`src/hdl/cbac_pkg.sv`:
```
// ============================================================================
// cbac_pkg: shared types and constants
// Mapper mode codes, register indexes and the configuration bundle.
// ============================================================================
package cbac_pkg;

  localparam int unsigned ADDR_W     = 24;
  localparam int unsigned CFG_IDX_W  = 2;
  localparam int unsigned CFG_DATA_W = 25;
  localparam int unsigned ROM_SIZE_W = 25;
  localparam int unsigned RAM_SIZE_W = 20;

  // mapper_mode codes
  localparam logic [1:0] MODE_LOW_ROM  = 2'd0;
  localparam logic [1:0] MODE_HIGH_ROM = 2'd1;
  localparam logic [1:0] MODE_COPROC   = 2'd2;
  localparam logic [1:0] MODE_PASS     = 2'd3;

  // register indexes
  localparam logic [CFG_IDX_W-1:0] REG_MAPPER_MODE = 2'd0;
  localparam logic [CFG_IDX_W-1:0] REG_ROM_SIZE    = 2'd1;
  localparam logic [CFG_IDX_W-1:0] REG_RAM_SIZE    = 2'd2;

  // reset values
  localparam logic [1:0]            RST_MAPPER_MODE = MODE_PASS;
  localparam logic [ROM_SIZE_W-1:0] RST_ROM_SIZE    = '0;
  localparam logic [RAM_SIZE_W-1:0] RST_RAM_SIZE    = '0;

  // bank constants
  localparam logic [7:0] WRAM_BANK = 8'h7e;

  typedef struct packed {
    logic [1:0]            mapper_mode;
    logic [ROM_SIZE_W-1:0] rom_size_bytes;
    logic [RAM_SIZE_W-1:0] ram_size_bytes;
  } cfg_t;

endpackage

```
`src/hdl/cbac_cfg_regs.sv`:
```
// ============================================================================
// cbac_cfg_regs: configuration register file
// Three writable registers; writes to unused indexes are dropped.
// ============================================================================
module cbac_cfg_regs (
  input  logic                            clk,
  input  logic                            rst,
  input  logic                            wr_en,
  input  logic [cbac_pkg::CFG_IDX_W-1:0]  wr_index,
  input  logic [cbac_pkg::CFG_DATA_W-1:0] wr_data,
  output cbac_pkg::cfg_t                  cfg
);

  always_ff @(posedge clk) begin
    if (rst) begin
      cfg.mapper_mode    <= cbac_pkg::RST_MAPPER_MODE;
      cfg.rom_size_bytes <= cbac_pkg::RST_ROM_SIZE;
      cfg.ram_size_bytes <= cbac_pkg::RST_RAM_SIZE;
    end else if (wr_en) begin
      case (wr_index)
        cbac_pkg::REG_MAPPER_MODE: cfg.mapper_mode    <= wr_data[1:0];
        cbac_pkg::REG_ROM_SIZE:    cfg.rom_size_bytes <= wr_data[cbac_pkg::ROM_SIZE_W-1:0];
        cbac_pkg::REG_RAM_SIZE:    cfg.ram_size_bytes <= wr_data[cbac_pkg::RAM_SIZE_W-1:0];
        default: ;
      endcase
    end
  end

endmodule

```
`src/hdl/cbac_map.sv`:
```
// ============================================================================
// cbac_map: address translation logic
// Combinational decode of one bank:offset address under the selected map.
// ============================================================================
module cbac_map (
  input  cbac_pkg::cfg_t                cfg,
  input  logic [cbac_pkg::ADDR_W-1:0]   addr,
  output logic [cbac_pkg::ADDR_W-1:0]   result
);

  // I/O windows return the bare offset in bank 00
  function automatic logic io_window(input logic [15:0] o, input logic coproc);
    logic hit;
    hit = (o >= 16'h2100 && o <= 16'h2183) ||
          (o >= 16'h4016 && o <= 16'h4017) ||
          (o >= 16'h4200 && o <= 16'h421f) ||
          (o >= 16'h4300 && o <= 16'h437f);
    if (coproc)
      hit = hit || (o >= 16'h2200 && o <= 16'h23ff) || (o >= 16'h3000 && o <= 16'h37ff);
    return hit;
  endfunction

  // system area below 8000: low RAM, I/O, else bank:offset
  function automatic logic [23:0] sys_map(input logic [7:0] bk, input logic [15:0] o,
                                          input logic coproc);
    if (o <= 16'h1fff)
      return {cbac_pkg::WRAM_BANK, o};
    else if (io_window(o, coproc))
      return {8'h00, o};
    else
      return {bk, o};
  endfunction

  function automatic logic [23:0] map_high(input logic [7:0] bk, input logic [15:0] o,
                                           input logic ram_en, input logic [19:0] mask);
    logic        ram_bank;
    logic [17:0] off;
    logic [7:0]  bm;
    ram_bank = (bk >= 8'h10 && bk <= 8'h3f) || (bk >= 8'h90 && bk <= 8'hbf);
    off      = {bk[4:0], o[12:0]} & mask[17:0];
    bm       = (bk <= 8'h7d) ? (bk | 8'h80) : bk;
    if (bk == 8'h7e || bk == 8'h7f)
      return {bk, o};
    else if (ram_en && ram_bank && o[15:13] == 3'b011)
      return {3'b001, off[17:13], 3'b011, off[12:0]};   // save RAM, banks 20-3f
    else if (bm <= 8'hbf && !o[15])
      return sys_map(bm, o, 1'b0);
    else
      return {2'b11, bm[5:0], o};                      // ROM in c0-ff
  endfunction

  logic [7:0]  b;
  logic [15:0] o;
  logic        wram_bank;
  logic        ram_en;
  logic [19:0] mask;
  logic        lo_keep_rom;
  logic        lo_ram_bank;
  logic        lo_fold;
  logic [18:0] lo_off;
  logic [7:0]  lo_bank;
  logic [23:0] lo_result;
  logic [23:0] hi_result;
  logic [23:0] cp_result;

  assign b         = addr[23:16];
  assign o         = addr[15:0];
  assign wram_bank = (b == 8'h7e) || (b == 8'h7f);
  assign ram_en    = (cfg.ram_size_bytes != '0);
  assign mask      = cfg.ram_size_bytes - 20'd1;

  // low-ROM
  assign lo_keep_rom = (cfg.rom_size_bytes > 25'h0200000) || (cfg.ram_size_bytes > 20'h08000);
  assign lo_ram_bank = (b >= 8'h70 && b <= 8'h7d) || (b >= 8'hf0);
  assign lo_fold     = ram_en && lo_ram_bank && (!o[15] || !lo_keep_rom);
  assign lo_off      = {b[3:0], o[14:0]} & mask[18:0];
  assign lo_bank     = b | 8'h80;

  always_comb begin
    if (wram_bank)
      lo_result = addr;
    else if (lo_fold)
      lo_result = {(b >= 8'hfe), 3'b111, lo_off[18:15], 1'b0, lo_off[14:0]};
    else if (!o[15])
      lo_result = sys_map(lo_bank, o, 1'b0);
    else
      lo_result = {lo_bank, o};
  end

  // high-ROM
  assign hi_result = map_high(b, o, ram_en, mask);

  // coprocessor
  always_comb begin
    if (b >= 8'h80 && b <= 8'hbf)
      cp_result = map_high({2'b00, b[5:0]}, o, ram_en, mask);
    else if (wram_bank)
      cp_result = addr;
    else if (ram_en && b <= 8'h3f && o[15:13] == 3'b011)
      cp_result = {8'h40, 3'b000, o[12:0]};
    else if (ram_en && b >= 8'h40 && b <= 8'h4f)
      cp_result = {b & 8'hf1, o};
    else if (b <= 8'h3f && !o[15])
      cp_result = sys_map(b, o, 1'b1);
    else
      cp_result = addr;
  end

  always_comb begin
    case (cfg.mapper_mode)
      cbac_pkg::MODE_LOW_ROM:  result = lo_result;
      cbac_pkg::MODE_HIGH_ROM: result = hi_result;
      cbac_pkg::MODE_COPROC:   result = cp_result;
      cbac_pkg::MODE_PASS:     result = addr;
      default:                 result = addr;
    endcase
  end

endmodule

```
`src/hdl/cartridge_bank_address_canonicalizer.sv`:
```
// ============================================================================
// cartridge_bank_address_canonicalizer: cartridge address canonicalizer
// Maps a 24-bit bank:offset CPU address to its canonical address under the
// low-ROM, high-ROM or coprocessor cartridge map, or passes it through.
// ============================================================================
//
// Channel   Signals                               Handshake
// -------   -----------------------------------   ------------------------------
// item in   start, busy, cpu_address              taken when start && !busy
// item out  done, canonical_address               one-cycle strobe, no backpressure
// config    cfg_valid, cfg_ready, cfg_index,      written when cfg_valid && cfg_ready
//           cfg_data
//
// Cycles: one item per clock sustained. An item taken passes through the
// input register, one level of decode logic and the result register before
// it shows on the result ports with done.
// Reset: synchronous, active high; clears the pipeline valid bits and loads
// the registers with pass-through mode and zero ROM and RAM size.
// Stalls: busy is never raised and the receiver cannot hold results off, so
// the pipeline never stops. cfg_ready is always high.
//
module cartridge_bank_address_canonicalizer (
  input  logic                            clk,
  input  logic                            rst,
  // item in
  input  logic                            start,
  output logic                            busy,
  input  logic [cbac_pkg::ADDR_W-1:0]     cpu_address,
  // item out
  output logic                            done,
  output logic [cbac_pkg::ADDR_W-1:0]     canonical_address,
  // configuration
  input  logic                            cfg_valid,
  output logic                            cfg_ready,
  input  logic [cbac_pkg::CFG_IDX_W-1:0]  cfg_index,
  input  logic [cbac_pkg::CFG_DATA_W-1:0] cfg_data
);

  cbac_pkg::cfg_t                cfg;
  logic                          in_valid;    // input stage holds an item
  logic [cbac_pkg::ADDR_W-1:0]   in_addr;
  logic [cbac_pkg::ADDR_W-1:0]   map_result;
  logic                          accept;

  // The decode has no state and never stalls, so both sides are always open.
  assign busy      = 1'b0;
  assign cfg_ready = 1'b1;
  assign accept    = start && !busy;

  cbac_cfg_regs u_cfg_regs (
    .clk      (clk),
    .rst      (rst),
    .wr_en    (cfg_valid && cfg_ready),
    .wr_index (cfg_index),
    .wr_data  (cfg_data),
    .cfg      (cfg)
  );

  // Stage 1: capture the address.
  always_ff @(posedge clk) begin
    if (rst) begin
      in_valid <= 1'b0;
    end else begin
      in_valid <= accept;
    end
  end

  always_ff @(posedge clk) begin
    if (accept) begin
      in_addr <= cpu_address;
    end
  end

  cbac_map u_map (
    .cfg    (cfg),
    .addr   (in_addr),
    .result (map_result)
  );

  // Stage 2: register the translated address and the strobe.
  always_ff @(posedge clk) begin
    if (rst) begin
      done <= 1'b0;
    end else begin
      done <= in_valid;
    end
  end

  always_ff @(posedge clk) begin
    if (in_valid) begin
      canonical_address <= map_result;
    end
  end

`ifndef ASSERT_OFF
  // every accepted item yields a strobe
  a_item_done: assert property (@(posedge clk) disable iff (rst)
    accept |=> ##1 done)
    else $error("accepted item produced no result");

  // no strobe without an accepted item
  a_no_spurious: assert property (@(posedge clk) disable iff (rst)
    !accept |=> ##1 !done)
    else $error("result strobe without an accepted item");

  // work RAM banks 7e-7f pass through under every map
  a_wram_pass: assert property (@(posedge clk) disable iff (rst)
    (done && $past(accept, 2) && $past(cpu_address[23:17], 2) == 7'h3f)
      |-> canonical_address == $past(cpu_address, 2))
    else $error("work RAM address was altered");
`endif

endmodule

```
`config.mk`:
```
export PLATFORM = sky130hd
export DESIGN_NAME = cartridge_bank_address_canonicalizer
export DESIGN_NICKNAME = d
export VERILOG_FILES = /design/src/hdl/cbac_pkg.sv /design/src/hdl/cbac_cfg_regs.sv /design/src/hdl/cbac_map.sv /design/src/hdl/cartridge_bank_address_canonicalizer.sv
export SDC_FILE = /design/constraint.sdc
export NUM_CORES = 1
export LEC_CHECK = 0
export BUFFER_PORTS_ARGS = -buffer_cell sky130_fd_sc_hd__buf_2
export CORE_ASPECT_RATIO = 1.2
export CORE_MARGIN = 5
export CORE_UTILIZATION = 55
export CTS_CLUSTER_SIZE = 10
export DETAILED_ROUTE_END_ITERATION = 8
export PLACE_DENSITY_LB_ADDON = 0.08
export SKIP_CTS_REPAIR_TIMING = 1
export SLEW_MARGIN = 20
export SYNTH_ARGS = -nofsm -noshare
export SYNTH_HDL_FRONTEND = slang
export SYNTH_SLANG_ARGS = --single-unit
```
`constraint.sdc`:
```
create_clock -name clk -period 5.4 [get_ports clk]
set_input_delay 0.54 -clock clk [delete_from_list [all_inputs] [get_ports clk]]
set_output_delay 0.54 -clock clk [all_outputs]
set_load 0.01 [all_outputs]
```
======== Word level (Yosys, flattened, before mapping) ========
Cells that the tools add are included.
W data, S select, Z words.
operators by class
  $add $sub $neg .......................... 1
  $lt $le $gt $ge ......................... 30
  equal/unequal tests ..................... 8
  muxes and demuxes ....................... 29
  bitwise gates (word level) .............. 2
  reductions and logical operators ........ 42
operators with widths
  cell                     number
  $mux W24                 21
  $pmux W24 S4             1
  $ge A16 B14 Y1 const B   3
  $ge A16 B15 Y1 const B   3
  $le A16 B14 Y1 const B   3
  $le A16 B15 Y1 const B   3
  $ge A8 B8 Y1 const B     4
  $gt A25 B22 Y1 const B   1
  $le A8 B8 Y1 const B     3
  $logic_and A1 B1 Y1      23
  $gt A20 B16 Y1 const B   1
  $reduce_bool A20 Y1      1
  $and A19 B19 Y19         1
  $sub A19 B1 Y19 const B  1
  $and A18 B18 Y18         1
  $eq A8 B7 Y1 const B     2
  $ge A8 B7 Y1 const B     2
  $le A16 B13 Y1 const B   1
  $le A8 B7 Y1 const B     2
  $logic_or A1 B1 Y1       11
  $ge A6 B8 Y1 const B     1
  $ge A8 B5 Y1 const B     1
  $le A8 B6 Y1 const B     1
  $mux W8                  1
  other kinds (8)          20
storage, ports and cells
  flip-flop bits (word level) ............. 97
  input port bits ......................... 55
  logic and storage cells ................. 119

======== Logic depth before layout (Yosys ltp) ========
  depth after elaboration ................. 21
  mapped depth ............................ 12
  depth with buffers taken out ............ 9

======== By module ========
Synthesis repeated with hierarchy kept, for this count alone.
unflattened totals
  cell total of the unflattened synthesis .. 469
  area total of the unflattened synthesis .. 5013.6 um^2
by module, submodules not included
  module                                instances  cells an instance  area an instance (um^2)
  cbac_cfg_regs                         1          184                1981.9
  cartridge_bank_address_canonicalizer  1          56                 1516.5
  cbac_map                              1          229                1515.2

======== Least setup slack after synthesis ========
Ideal clock, no wire load.
  path kind ............................... flip-flop to flip-flop
  start point ............................. register u_cfg_regs.cfg[0] (netlist name)
  end point ............................... register canonical_address[3] in the netlist's numbering, data pin
  setup time .............................. 0.270 ns
  arrival ................................. 2.429 ns
  required time ........................... 5.130 ns
  path slack .............................. 2.701 ns
  cell stages (with the launch flop) ...... 13
  buffers on the path ..................... 3
  period minus slack after synthesis ...... 2.699 ns
  cell sequence ........................... dfxtp_1 > inv_1 > ha_1 > nor4b_1 > nand4_1 > nor2_1 > or3_2 > buf_2 > or2_1 > buf_6 > o22ai_4 > buf_12 > a31oi_4
between the ends
  word-level cells in the longest chain between the ends .. 8
  elaborated cells on any way between the ends .. 28
  classes of those cells .................. 1 x add/sub; 1 x order compare; 10 x mux; 2 x bitwise; 14 x reduce/logical
ends and longest elaborated chain
  element                                                    RTL line                                    source
  $gt A20 B16 Y1 or $reduce_bool A20 Y1 (tied branches)      cbac_map.sv:73, cbac_map.sv:69
  $logic_or A1 B1 Y1 or $logic_and A1 B1 Y1 (tied branches)  cbac_map.sv:73, cbac_map.sv:101
  $logic_not A1 Y1 or $logic_and A1 B1 Y1 (tied branches)    cbac_map.sv:75, cbac_map.sv:101
  $logic_or A1 B1 Y1 or $mux W24 (tied branches)             cbac_map.sv:75, cbac_map.sv:101
  $logic_and A1 B1 Y1 or $mux W24 (tied branches)            cbac_map.sv:75, cbac_map.sv:99
  $mux W24 (on tied branches)                                cbac_map.sv:82, cbac_map.sv:97
  $mux W24 (on tied branches)                                cbac_map.sv:80, cbac_map.sv:95
  $pmux W24 S4 *                                             cbac_map.sv:110                             case (cfg.mapper_mode)
  via map_result (one bit)                                   cartridge_bank_address_canonicalizer.sv:42  logic [cbac_pkg::ADDR_W-1:0] map_result;
  end signal: assignment                                     cartridge_bank_address_canonicalizer.sv:91  canonical_address <= map_result;
  end: declaration                                           cartridge_bank_address_canonicalizer.sv:31  output logic [cbac_pkg::ADDR_W-1:0] canonical_address,
The timed path passes the listed nets; every way through them passes the cells marked *.
A chain may end at the register's enable or synchronous reset.

======== Worst setup path after layout ========
  start point ............................. register u_cfg_regs.cfg[0] (netlist name)
  end point ............................... register canonical_address[7] in the netlist's numbering, data pin
between the ends
  word-level cells in the longest chain between the ends .. 8
  elaborated cells on any way between the ends .. 28
  classes of those cells .................. 1 x add/sub; 1 x order compare; 10 x mux; 2 x bitwise; 14 x reduce/logical
ends and longest elaborated chain
  element                                                    RTL line
  $gt A20 B16 Y1 or $reduce_bool A20 Y1 (tied branches)      cbac_map.sv:73, cbac_map.sv:69
  $logic_or A1 B1 Y1 or $logic_and A1 B1 Y1 (tied branches)  cbac_map.sv:73, cbac_map.sv:101
  $logic_not A1 Y1 or $logic_and A1 B1 Y1 (tied branches)    cbac_map.sv:75, cbac_map.sv:101
  $logic_or A1 B1 Y1 or $mux W24 (tied branches)             cbac_map.sv:75, cbac_map.sv:101
  $logic_and A1 B1 Y1 or $mux W24 (tied branches)            cbac_map.sv:75, cbac_map.sv:99
  $mux W24 (on tied branches)                                cbac_map.sv:82, cbac_map.sv:97
  $mux W24 (on tied branches)                                cbac_map.sv:80, cbac_map.sv:95
  $pmux W24 S4 *                                             cbac_map.sv:110
  via map_result (one bit)                                   cartridge_bank_address_canonicalizer.sv:42
Marks and branches as above.

==> results.cfg <==
[final_layout]
fillCellCount = 744
register_area_sq_um = 2424
post_route_cells_drive_above_1_share_pct = 20.52
multi_input_area_sq_um = 2205
diodes = 0
nets_finish = 631
syn_to_final_growth_pct = 11.53

[pwr]
logic_pwr_share_pct = 15.7
pwr-share-seq_pct = 55.3
power_density_nw_per_um2 = 289.6
total_leakage_power_nw = 2.014
power.switching_mw = 0.4487
vdd_ir_drop_max_mv = 0.1726
power.share.switching_pct = 28.71
share_clk_of_total_power_pct = 29.0
intPower_mw = 1.114

[yosys]
syn_nets = 572
seq_area_frac_synth_pct = 50.06
netlist_top_cells_area = sky130_fd_sc_hd__edfxtp_1 30%, sky130_fd_sc_hd__dfxtp_1 20%, sky130_fd_sc_hd__nand2_1 9.0%
synthDistinctLibCells = 70
async_reset_ff_share_pct = 0
most_used_standard_cell_by_instance_count_after_synthesis = sky130_fd_sc_hd__nand2_1
yosysTopAreaCellShare_pct = 29.79
synth-edff-count = 48
top_cell_type_by_total_area_after_synthesis = sky130_fd_sc_hd__edfxtp_1
ys_dominant_reg_cell = sky130_fd_sc_hd__dfxtp_1
gate_count_after_technology_mapping = 516
yosys_warnings = 0
synthesis.area_sq_um = 4838
yosys-top-cells-count = 116 x sky130_fd_sc_hd__nand2_1, 56 x sky130_fd_sc_hd__a21oi_1, 49 x sky130_fd_sc_hd__dfxtp_1
mean_post_synth_cell_area_sq_um = 9.377
yosys_register_bits = 97

[worst_setup_path]
cp.required_ns = 5.49
rr_startpoint = u_cfg_regs.cfg[0]$_SDFFE_PP0P_
setup.worst_path.start_class = register
ff2ff_setup_slack_ns = 2.21
endpoint = canonical_address[7]$_DFFE_PP_
worstSetupStartpoint = u_cfg_regs.cfg[0]$_SDFFE_PP0P_
cp_capture_type = register
crit_path_max_fanout = 13
path_cells = inv_1 -> ha_1 -> nor4b_1 -> nand4_1 -> nor2_1 -> or3_2 -> or2_1 -> o22ai_4 -> a21boi_0
ff2ff_path_depth = 9
worstSetupPathType = register to register
timing.critical_path.arrival_ns = 3.28
worst_path_largest_cell_delay_ns = 0.55
slowest_stage = sky130_fd_sc_hd__or3_2
reg2reg_to = canonical_address[7]$_DFFE_PP_

[timing]
worst_hold_slack_ns = 0.3366
setup_violations = 0
finalHoldViolCount = 0
total_negative_slack_for_setup_checks_ns = 0
slew_violations = 0
layout_worst_path_cycle_share_pct = 59.02
slew_headroom_pct = 38.92
maxClockFrequency_ghz = 0.3138
final_worst_clock_skew_ns = 0.01306
period_needed_ns = 3.187
rsz0062_at_grt = no
tightestPinTransition_ns = 0.9134

[floorplanning]
die_width_um = 95.62
top_level_i_o_count = 82
floorplan.core_area_sq_um = 8611
die_h_um = 112.7
starting_density_of_the_core_pct = 56.19
total_die_area_sq_um = 10780
std_cell_rows = 37

[drt]
routed_via_density = 5.831
detail_route.wl_per_cell_um = 17.69
detail_route.first_pass.iterations = 4
detailroute.via_count = 4064
drt_drc_violations_left = 0
drt_first_iter_violations = 250
finalWirelength_mm = 12.33
drt.antenna.violating_nets = 0

[place]
io_buffers = 79
place_congestion = 0.9000
dp_hpwl_mm = 9.074

[cts]
clock_sink_count = 97
clock_tree.buffer_depth = 2
cts_tree = yes
h_tree_depth = 3
clk_pin_slew_worst_paths_ns = 0.10
clk_latency_ns = 0.37
clock-root-buffer = sky130_fd_sc_hd__clkbuf_8
tritoncts.num_buffers = 9

[outcome]
outcome = finished clean

[flow_run]
timing.max_cap.violations = 0

[global_route]
gr-usage-all-layers_pct = 23.57
global_route.overflow_total = 0
antenna_found_initial = 0
first_global_vias = 3810
maximum_number_of_pins_on_one_net_before_global_route_repair = 50
grt_first_pass_wirelength_mm = 19.69

[hold_path]
hold_path.class = input port to register
critical path: cells and delay by family (launching register included):
kind	cells	cell delay [ns]
simple gates	5	1.47
compound gates	2	0.75
flops	1	0.40
fa+ha+maj	1	0.22
buf+inv	1	0.06
flip-flops by register name, summed over array words and instances, names as in the netlist:
name and count:
canonical_address 24, done 1, in_addr 24, in_valid 1, u_cfg_regs.cfg 47
cell usage in the layout (no fill, tap or decap), drive strengths merged, types with 6 or more instances in the layout:
cell      n
edfxtp   48
nand3    11
nor2b     6
buf      79
a31oi     9
nor4     10
o21ai    10
xor2      7
inv      13
a21oi    57
or3       9
xnor2     8
nor2     30
nor3     14
a21boi   10
o211ai    6
dfxtp    49
nand2   116
clkbuf   11
through the flow:
step	worst slack [ns]	utilization [%]	total power, mW	instances	cell area [sq um]
detailed placement	2.239	60.43	1.125	681	5204
global placement	2.357	60.43	1.122	681	5204
CTS	2.245	62.63	1.570	697	5393
finish	2.213	62.67	1.563	697	5396
floorplan	2.701	-	1.037	516	4838
global route	2.081	62.67	1.638	697	5396
cells by family (layout without fill, tap and decap cells):
group                    after synthesis  count (layout)  share of synthesized area [%]
flip-flops                            97              97                          50.06
adder cells (fa/ha/maj)                1               1                         0.2586
buffers and inverters                 41             105                          4.422
other                                  2               2                         0.1552
AO/OA/AOI/OAI                        135             135                          19.96
AND/OR/NAND/NOR                      224             224                          22.21
XOR/XNOR                              15              15                          2.715
multiplexers                           1               1                         0.2069
power groups by stage:
stage               registers [mW]  logic (mW)  clock network [mW]
floorplan                    0.866       0.171                   0
global route                 0.871       0.271               0.496
CTS                          0.864       0.245               0.461
detailed placement           0.880       0.244                   0
finish                       0.864       0.245               0.453
global placement             0.880       0.242                   0
metal layers:
| metal | track usage [%] | vias to the layer above | wire [um] |
|---|---|---|---|
| li1 | - | 1987 | - |
| met1 | 31.19 | 1890 | 5244 |
| met2 | 39.66 | 168 | 6152 |
| met3 | 3.790 | 19 | 749 |
| met4 | 6.546 | 0 | 187 |
| met5 | 0 | - | 0 |
final cells by class:
type	instances	share of cell area, %
clock buffers	11	2.805
clock inverters	5	0.6956
multi-input cells	378	40.85
repair buffers	79	7.327
flip-flops and latches	97	44.91
inverters	10	0.6956
well taps	117	2.713
how the worst min path moves through the flow:
stage / from / to / slack (ns) / cells past startpoint
2_1_floorplan: u_cfg_regs.cfg[41]$_SDFFE_PP0P_ / u_cfg_regs.cfg[41]$_SDFFE_PP0P_ / 0.43 / 2
3_3_place_gp: u_cfg_regs.cfg[21]$_SDFFE_PP0P_ / u_cfg_regs.cfg[21]$_SDFFE_PP0P_ / 0.44 / 2
4_1_cts: cpu_address[0] / in_addr[0]$_DFFE_PP_ / 0.33 / 1
5_1_grt: cpu_address[0] / in_addr[0]$_DFFE_PP_ / 0.31 / 1
6_report: cpu_address[7] / in_addr[7]$_DFFE_PP_ / 0.34 / 1
3_5_place_dp: u_cfg_regs.cfg[21]$_SDFFE_PP0P_ / u_cfg_regs.cfg[21]$_SDFFE_PP0P_ / 0.45 / 2
Power figures use the tool's default switching activity.
